===== config.mk =====
export PLATFORM = sky130hd
export DESIGN_NAME = cclap_div_stage
export DESIGN_NICKNAME = d
export VERILOG_FILES = /design/src/rtl/cut_cell_laplacian_stencil_core_assert.svh /design/src/rtl/cclap_pkg.sv /design/src/rtl/cclap_div_stage.sv
export SDC_FILE = /design/constraint.sdc
export NUM_CORES = 1
export LEC_CHECK = 0
export ABC_AREA = 1
export BUFFER_PORTS_ARGS = -buffer_cell sky130_fd_sc_hd__buf_2
export CAP_MARGIN = 20
export CORE_AREA = 2 2 245 247
export CTS_CLUSTER_SIZE = 12
export DETAILED_ROUTE_END_ITERATION = 16
export DIE_AREA = 0 0 247 249
export PLACE_DENSITY = 0.68
export SLEW_MARGIN = 20
export SYNTH_ARGS = -nofsm -noshare
export SYNTH_HDL_FRONTEND = slang
export SYNTH_SLANG_ARGS = --single-unit

===== constraint.sdc =====
create_clock -name clk -period 2.2 [get_ports clk]
set_clock_uncertainty 0.1 [all_clocks]
set_input_delay 0.11 -clock clk [delete_from_list [all_inputs] [get_ports clk]]
set_output_delay 0.11 -clock clk [all_outputs]
set_load 0.1 [all_outputs]

===== src/rtl/cut_cell_laplacian_stencil_core_assert.svh =====
// ---------------------------------------------------------------------------
// Cut-cell Laplacian stencil core assertion macros
// Concurrent assertion wrappers clocked on clk and disabled in reset.
// ---------------------------------------------------------------------------
`ifndef CUT_CELL_LAPLACIAN_STENCIL_CORE_ASSERT_SVH
`define CUT_CELL_LAPLACIAN_STENCIL_CORE_ASSERT_SVH

// same-cycle implication
`define CCLAP_ASSERT_IMPL(label, ante, cons) \
    label: assert property (@(posedge clk) disable iff (!rst_n) (ante) |-> (cons)) \
        else $error("cclap assertion failed");

// next-cycle implication
`define CCLAP_ASSERT_NEXT(label, ante, cons) \
    label: assert property (@(posedge clk) disable iff (!rst_n) (ante) |=> (cons)) \
        else $error("cclap assertion failed");

`endif


===== src/rtl/cclap_pkg.sv =====
// ---------------------------------------------------------------------------
// Cut-cell Laplacian stencil package
// Shared widths, register indexes and pipeline payload types.
// ---------------------------------------------------------------------------
package cclap_pkg;

    localparam int DATA_WIDTH_DEF = 32;

    localparam int CFG_IDX_W = 2;
    localparam logic [CFG_IDX_W-1:0] REG_COEF_C    = 2'd0;
    localparam logic [CFG_IDX_W-1:0] REG_COEF_D    = 2'd1;
    localparam logic [CFG_IDX_W-1:0] REG_SPACING_X = 2'd2;
    localparam logic [CFG_IDX_W-1:0] REG_SPACING_Y = 2'd3;

    localparam logic [31:0] COEF_C_RST    = 32'h0000_0000;
    localparam logic [31:0] COEF_D_RST    = 32'h0001_0000;
    localparam logic [31:0] SPACING_X_RST = 32'h0001_0000;
    localparam logic [31:0] SPACING_Y_RST = 32'h0001_0000;

    localparam logic [32:0] EPS_Q32 = 33'd4295;

    localparam int DIV_BITS = 61;
    localparam int NUM_W    = 115;
    localparam int DEN_W    = 97;
    localparam int REM_W    = 98;
    localparam int TERM_W   = 62;
    localparam int CR_W     = 48;

    localparam logic [TERM_W-1:0] TERM_LIMIT = 62'h1 << 60;

    typedef struct packed {
        logic [REM_W-1:0]    rem;
        logic [DIV_BITS-1:0] quo;
        logic [DIV_BITS-1:0] nlo;
        logic [DEN_W-1:0]    den;
    } lane_t;

    typedef struct packed {
        logic                   zero;
        logic                   neg_x;
        logic                   neg_y;
        logic                   ovf_x;
        logic                   ovf_y;
        logic signed [CR_W-1:0] cr;
    } side_t;

endpackage


===== src/rtl/cclap_div_stage.sv =====
// ---------------------------------------------------------------------------
// Cut-cell Laplacian divider stage
// One registered restoring-division step: one quotient bit per stage.
// ---------------------------------------------------------------------------
module cclap_div_stage
(
    input  logic                 clk,
    input  logic                 en,
    input  cclap_pkg::lane_t     lane_in,
    output cclap_pkg::lane_t     lane_out
);

    logic [cclap_pkg::REM_W-1:0] rem_sh;
    logic                        ge;
    cclap_pkg::lane_t            lane_next;
    cclap_pkg::lane_t            lane_reg;

    always_comb
    begin
        rem_sh = {lane_in.rem[cclap_pkg::REM_W-2:0], lane_in.nlo[cclap_pkg::DIV_BITS-1]};
        ge     = rem_sh >= {1'b0, lane_in.den};
        lane_next.rem = ge ? (rem_sh - {1'b0, lane_in.den}) : rem_sh;
        lane_next.quo = {lane_in.quo[cclap_pkg::DIV_BITS-2:0], ge};
        lane_next.nlo = {lane_in.nlo[cclap_pkg::DIV_BITS-2:0], 1'b0};
        lane_next.den = lane_in.den;
    end

    always_ff @(posedge clk)
    begin
        if (en)
        begin
            lane_reg <= lane_next;
        end
    end

    assign lane_out = lane_reg;

endmodule


# Yosys cells after proc, flatten, opt, wreduce, memory -nomap -nowiden

Cells that the tools add are included.
W data, S select, Z words.

Bits in registers: 316
Bits in latches: 0
Bits in writable memories: 0
ROM bits: 0
Input port bits: 319
Word-level logic and storage cells: 7
Memories: 0

$add $sub $neg: 1
Multiply operators: 0
Div/mod/pow operators: 0
$lt $le $gt $ge: 1
Equal/unequal tests: 0
Shifts and indexed selects: 0
Muxes and demuxes: 1
Bitwise gates (word level): 0
Reductions and logical operators: 0

Operators with widths:

| cell             | count |
|---|---|
| $ge A98 B97 Y1   | 1 |
| $mux W98         | 1 |
| $sub A98 B97 Y98 | 1 |

# Logic depth before layout (Yosys ltp)

Gate-level depths: netlist of the first run.

Depth after elaboration: 2
Mapped depth: 19
Gate-level depth less buffers: 17

# Least setup slack after synthesis of the first run

OpenSTA, ideal clock, no wires.

Path kind: input -> register
From: input port lane_in[157] (netlist name)
To: register lane_reg, in the netlist lane_out[238] (data pin)
Setup time: 0.257 ns
Arrival: 1.843 ns
Data required time: 1.843 ns
Setup slack: 0.000 ns
Cell stages on the path: 16
Buffers on the path: 2
Cell sequence: inv_1 > ha_1 > inv_1 > fa_1 > nand3_1 > nand3_2 > nand2_1 > nand2_2 > nand2_2 > nand2_2 > nand2_2 > inv_2 > nor2_4 > buf_6 > buf_6 > o21ai_2

RTL lines:

| element              | RTL line              | source |
|---|---|---|
| from (decl)          | cclap_div_stage.sv:9  | `input cclap_pkg::lane_t lane_in,` |
| to (signal assigned) | cclap_div_stage.sv:32 | `lane_reg <= lane_next;` |
| to (decl)            | cclap_div_stage.sv:16 | `cclap_pkg::lane_t lane_reg;` |

==> out/qor.txt, run 1 <==
Delay of the slowest cell on the worst path = 0.32 ns
Initial antenna violation count = 11
DRC = 0
Met3 wire length = 5993 um
Final ANT Viol Nets = 0
Most used cell, CP = nand2_1
DR vias/cell = 4.576
Synth warn = 0
Max clock buf depth = 3
CP endpoint kind = register
First-pass GRT wire length = 141000 um
DR iter-0 viols = 1608
GRT Overall Usage = 31.02%
Pleak = 18.29 nW
Share of cells above drive strength 1 = 33.60%
Commonest cells after routing, fill and taps aside = nand2_1, buf_2, inv_1
Critical path class = in2reg
Cells after Synth = 2860
CP arrival = 2.35 ns
Xor/xnor share of the synthesized area = 2.224%
Max cap viols = 0
Die X = 247 um
CP top delay family = simple AND/OR/NAND/NOR gates
Most common cell after layout, fill and taps aside = nand2_1
Rel. slew slack = 55.64%
Pwr dens = 702.0 nW/um2
Met2 Routed Length = 49070 um
DRT met1 WL = 39160 um
Max VDD drop = 0.8370 mV
Starting Density = 36.23%
Yosys reg bits = 316
Io pins = 636
Min-delay src = lane_in[0]
Nets = 4794
RSZ-0062 raised after global routing = yes
Slowest stage cell, crit path = ha_1
Num CTS Buffers = 36
Synth Area in Simple Gates = 30.79%
Area share of fa/ha/maj cells after synthesis = 5.802%
Period utilisation layout = 97.77%
CTS tree = yes
Final Hold Fails = 0
Synth Area per Inst = 7.435 um2
Hold Crit Class = in2reg
Final setup vio count = 0
Max reg flops = 316
Clock sinks = 316
Number of port buffers = 632
Largest family of logic cells by synthesized area = simple AND/OR/NAND/NOR gates
Post-synth design cell area = 21260 um2
Global route overflow = 0
Post-synth net total = 3277
Total Wirelength = 98350 um
Critical path buffers and inverters = 5
DP Worst Slack = -1.153 ns
Uppermost layer routed = met5
Reg clk slew, reported paths = 0.06 ns
Seq/Total Area, Yosys = 44.62%
DPL Wire Length = 79210 um
Proportion of synthesized area in mux cells = 0%
Status = finished, final reports clean
Setup TNS = 0 ns
Vias after detailed routing = 23.72k
Slew Viols, Final = 0
Vias in the first global route = 23.71k
Compound-Gate Fraction of Synth Area = 4.301%
Largest net degree at the start of global routing = 61
Final worst slack = 0.04907 ns
H-tree Lvls = 2
Die height = 249 um
Worst Setup SP = lane_in[49]
Yosys cell types = 34
Critical Path RT = 2.40 ns
Area Overhead vs Synth = 61.17%
Root Buffer = clkbuf_16
Hold WS = 0.04867 ns
DR WL/cell = 18.97 um
Crit start category = input port
Die Area = 61500 um2
Worst-Margin Slew = 0.6699 ns
Fmax = 464.9 MHz
GPL Wtd Cong = 0.9894
Tmin final = 2.151 ns
CP Cell Sequence = buf_2 -> inv_1 -> ha_1 -> nand2_1 -> nor2_2 -> nand2_2 -> nor2_4 -> nand2_2 -> nor2_2 -> nand2_1 -> nand3_2 -> nor2_2 -> nand2_2 -> nor2_4 -> buf_12 -> buf_12 -> buf_12 -> nand2_1 -> nand2_1
Core Region = 58690 um2
Router iterations before antenna repair = 5
Worst-path fanout max = 24
Row count = 89
[routing by layer]
metal	track usage [%]	up-vias
met5	0	-
met4	12.27	4
met3	4.406	139
met2	55.89	768
met1	36.77	10980
li1	-	11829
[layout make-up]
class	instances	area, um2
fillers	5346	24410
repair buffers	1501	10670
multi-input cells	1885	9673
flip-flops and latches	316	9489
inverters	637	2391
well taps	773	967.2
clock buffers	44	930.9
clock inverters	16	117.6
diodes	12	30.03
[final timing paths]
path	endpoint	slack, ns	cells past startpoint
setup / recovery	lane_out[302]	0.05	19
hold / removal	lane_out[219]	0.05	4
[kinds of logic (layout without fill, tap and decap cells)]
logic type / count (synthesis) / after routing
AOI/OAI and AO/OA: 142 / 142
xor gates and xnor gates: 54 / 54
adders and majority gates: 98 / 98
buffers and inverters: 659 / 2198
DFF: 316 / 316
other: 1 / 13
and+or+nand+nor: 1590 / 1590
[through the flow]
stage               total power [mW]  area (um2)  util, %  cells
floorplan                      14.54       21270        -   2860
global placement               17.70       29380    50.07   4786
detailed placement             17.76       29380    50.07   4786
CTS                            23.92       33720    57.45   5167
global route                   24.93       34260    58.38   5180
finish                         24.06       34270    58.40   5184
[synth_stat cells]
cell type	instances	share of area, %
nand2_1	1123	20
inv_1	618	11
edfxtp_1	316	45
nor2_1	185	3.3
nand3_1	139	3.3
ha_1	97	5.7
a21oi_1	72	1.7
nand2_2	55	1.6
o21ai_2	48	2.0
xnor2_1	47	1.9
nor2_2	24	0.71
inv_2	17	0.30
nand3b_1	17	0.60
nand4_1	17	0.50
buf_6	16	0.85
o21ai_0	10	0.24
and2_1	8	0.24
nor3_1	7	0.16
xor2_1	7	0.29
nor4_1	6	0.18
buf_2	5	0.12
o21bai_1	5	0.18
nand3_2	4	0.19
nor2_4	3	0.16
o21ai_1	3	0.071
a21o_1	2	0.071
clkinv_1	2	0.035
a21oi_2	1	0.041
buf_4	1	0.035
conb_1	1	0.018
fa_1	1	0.094
nor3_2	1	0.047
o21a_1	1	0.035
or2_2	1	0.029
[repair_timing]
| action | CTS | global route |
|---|---|---|
| gates cloned | 0 | 1 |
| pin swaps | 1 | 17 |
| endpoints found under the hold margin | 347 | 0 |
| setup buffers | 4 | 4 |
| hold buffers | 317 | 0 |
| endpoints found under the setup margin | 98 | 98 |
| resized for setup | 10 | 108 |
[power by group]
group	switching, mW	internal (mW)	total, mW
registers	0.195	7.38	7.58
clock network	2.54	3.12	5.66
logic	7.81	3.00	10.8
(Power assumes the default switching activity.)
==> run 2, diff against run 1 <==
ABC_AREA = not set   (was 1)
CORE_AREA = 2 2 249 251   (was 2 2 245 247)
DIE_AREA = 0 0 251 253   (was 0 0 247 249)
PLACE_DENSITY = 0.59   (was 0.68)
==> out/qor.txt, run 2 <==
Area Overhead vs Synth = 84.98%
Number of port buffers = 632 (unchanged)
Share of cells above drive strength 1 = 48.91% (+15 points)
Num CTS Buffers = 38 (+5.6%)
Synth warn = 0 (unchanged)
Final worst slack = -0.8394 ns (-0.8884 ns)
Top-area cell type share of the netlist area = 54.88% (+10 points)
First-pass GRT wire length = 114600 um (-19%)
Initial antenna violation count = 12 (+1)
H-tree Lvls = 2 (unchanged)
Count leader, synth = edfxtp_1
Post-synth design cell area = 17290 um2 (-19%)
RSZ-0062 raised after global routing = yes
Total Wirelength = 78180 um (-21%)
Die Area = 63500 um2 (+3.3%)
DR WL/cell = 20.03 um (+5.6%)
Crit start category = input port
Starting Density = 28.33% (-7.9 points)
Rel. slew slack = 55.56% (-0.082 points)
Router iterations before antenna repair = 7 (+2)
Slew Viols, Final = 0 (unchanged)
Max VDD drop = 0.6283 mV (-25%)
Failing checks = setup timing
Dominant cells by area after synthesis = edfxtp_1, ha_1, a21oi_1, nor2_1, inv_1
DPL Wire Length = 57180 um (-28%)
Vias after detailed routing = 18.57k (-22%)
CTS tree = yes
Final Hold Fails = 0 (unchanged)
DR iter-0 viols = 1044 (-35%)
Commonest cells post-synth = edfxtp_1, a21oi_1, nor2_1
Max cap viols = 0 (unchanged)
GPL Wtd Cong = 0.8886 (-10%)
Internal Power = 14.31 mW (+5.9%)
Io pins = 636 (unchanged)
DRC = 0 (unchanged)
Hold Crit Class = in2reg
Design Area, Final = 31980 um2 (-6.7%)
Number of synthesized flops with an enable pin = 316 (unchanged)
# fillers = 5279 (-1.3%)
Status = finished with violations
Commonest cells after routing, fill and taps aside = buf_2, buf_4, dlygate4sd3_1, edfxtp_1, a21oi_1
Yosys reg bits = 316 (unchanged)
Hold path depth = 3 (-1)
Power share of the combinational group = 44.4% (-0.5 points)
Asr flop ratio synth = 0% (unchanged)
Pwr dens = 770.5 nW/um2 (+9.8%)
Yosys cell types = 80 (+140%)
GRT Overall Usage = 23.56% (-7.5 points)
Critical path class = in2reg
Post-synth net total = 1994 (-39%)
CP endpoint kind = register
Final setup vio count = 99 (+99)
Clock sinks = 316 (unchanged)
Die height = 253 um (+1.6%)
DR vias/cell = 4.758 (+4.0%)
Period utilisation layout = 138.2% (+40 points)
Cells after Synth = 1577 (-45%)
Root Buffer = clkbuf_16
Post-Place Cell Area = 25370 um2 (-14%)
Die X = 251 um (+1.6%)
CP arrival = 3.24 ns (+0.89 ns)
Fmax = 329.0 MHz (-29%)
Nets = 3502 (-27%)
Hold WS = 0.02367 ns (-0.02500 ns)
Max clock buf depth = 3 (unchanged)
Share of power burned in registers = 30.9% (-0.6 points)
Most common cell after layout, fill and taps aside = buf_2
Seq/Total Area, Yosys = 54.88% (+10 points)
Final core utilization = 52.41% (-6.0 points)
Min-delay src = lane_in[219]
Vias in the first global route = 19.64k (-17%)
Clock Power Share = 24.7% (+1.2 points)
Max reg flops = 316 (unchanged)
Worst hold path endpoint = lane_out[220]
Reg clk slew, reported paths = 0.06 ns (about the same)
Largest net degree at the start of global routing = 56 (-8.2%)
Net Sw Frac = 41.95% (-1.9 points)
Row count = 91 (+2.2%)
Worst-Margin Slew = 0.6712 ns (+0.001238 ns)
Synth Flop Type = edfxtp_1
Setup TNS = -74.44 ns (-74.44 ns)
Global route overflow = 0 (unchanged)
Pleak = 14.24 nW (-22%)
Final ANT Viol Nets = 0 (unchanged)
Synth Area per Inst = 10.96 um2 (+47%)
Sw power = 10.34 mW (-2.0%)
Critical Path RT = 2.40 ns (about the same)
Core Region = 61030 um2 (+4.0%)
Worst-path fanout max = 6 (-75%)
Tmin final = 3.039 ns (+0.8884 ns)
Leading area contributor after synthesis = edfxtp_1
-- run 2: cell types whose count changed after synthesis, sizes merged, moves of 38 or more --
| cell | before | now |
|---|---|---|
| a21oi | 73 | 221 |
| inv | 635 | 133 |
| clkbuf | 0 | 38 |
| nor2 | 212 | 144 |
| nand3 | 143 | 18 |
| nand2 | 1178 | 101 |
-- run 2: repair_timing --
action	CTS	global route
hold endpoints to repair	354	1
cloned	11	2
setup buffers	37	21
endpoints found under the setup margin	99	99
pin swaps	47	21
resized for setup	257	103
hold buffers	315	1
-- run 2: cell type report --
type / count / area [um2] / share of cell area, %
Timing Repair Buffer: 1540 / 11460 / 35.83
Sequential cell: 316 / 9489 / 29.67
Multi-Input combinational cell: 1056 / 8363 / 26.15
Clock buffer: 44 / 994.7 / 3.110
Tap cell: 790 / 988.4 / 3.090
Inverter: 133 / 516.7 / 1.616
Clock inverter: 19 / 158.9 / 0.4968
Antenna cell: 5 / 12.51 / 0.03912
-- run 2: logic make-up (layout without fill, tap and decap cells) --
kind of cell,Yosys count,in the layout,synth area share [%]
xor+xnor,92,92,4.660
buf+inv,205,1736,4.812
simple gates,383,383,10.36
flops,316,316,54.88
compound gates,464,464,16.96
mux,18,18,1.165
fa+ha+maj,98,98,7.135
other cells,1,6,0.02169
-- run 2: critical path: stages --
cell	delay (ns)
buf_12	0.11
inv_12	0.04
ha_4	0.12
inv_2	0.03
fa_2	0.36
a21oi_4	0.18
nor2_4	0.05
o311a_4	0.40
o211ai_4	0.25
a211oi_4	0.12
nor3_2	0.13
buf_4	0.18
o31ai_4	0.08
a21oi_4	0.19
o21ai_4	0.09
buf_12	0.18
buf_6	0.13
buf_12	0.15
mux2_4	0.30
-- run 2: how the worst max path moves through the flow --
| stage | start | cells after the start | endpoint | slack [ns] |
|---|---|---|---|---|
| detailed placement | lane_in[43] | 18 | lane_out[305] | -1.57 |
| finish | lane_in[157] | 19 | lane_out[230] | -0.84 |
| floorplan | lane_in[157] | 15 | lane_out[230] | -0.77 |
| CTS | lane_in[157] | 19 | lane_out[228] | -0.79 |
| global placement | lane_in[43] | 18 | lane_out[305] | -1.58 |
| global route | lane_in[157] | 21 | lane_out[270] | -0.95 |
-- run 2: power by group through the flow --
stage	sequential, mW	clock, mW	combinational [mW]
after floorplan	12.2	0	2.09
after global placement	7.73	0	9.52
after detailed placement	7.73	0	9.57
after CTS	7.62	6.23	10.7
after global routing	7.67	6.45	11.4
final	7.62	6.09	10.9
-- run 2: per-layer routing --
metal	global-route usage [%]	share of wire, %	vias up
met3	5.088	6.2	156
met5	0	0.11	-
met2	43.66	51	622
li1	-	-	8835
met1	26.52	39	8943
met4	8.401	3.8	14
-- run 2: metrics by stage --
step / std cells / worst slack, ns / power (mW)
after floorplan: 1577 / -0.7747 / 14.33
after global placement: 3454 / -1.578 / 17.25
after detailed placement: 3454 / -1.573 / 17.30
after CTS: 3879 / -0.7909 / 24.53
after global routing: 3901 / -0.9518 / 25.53
final: 3903 / -0.8394 / 24.64
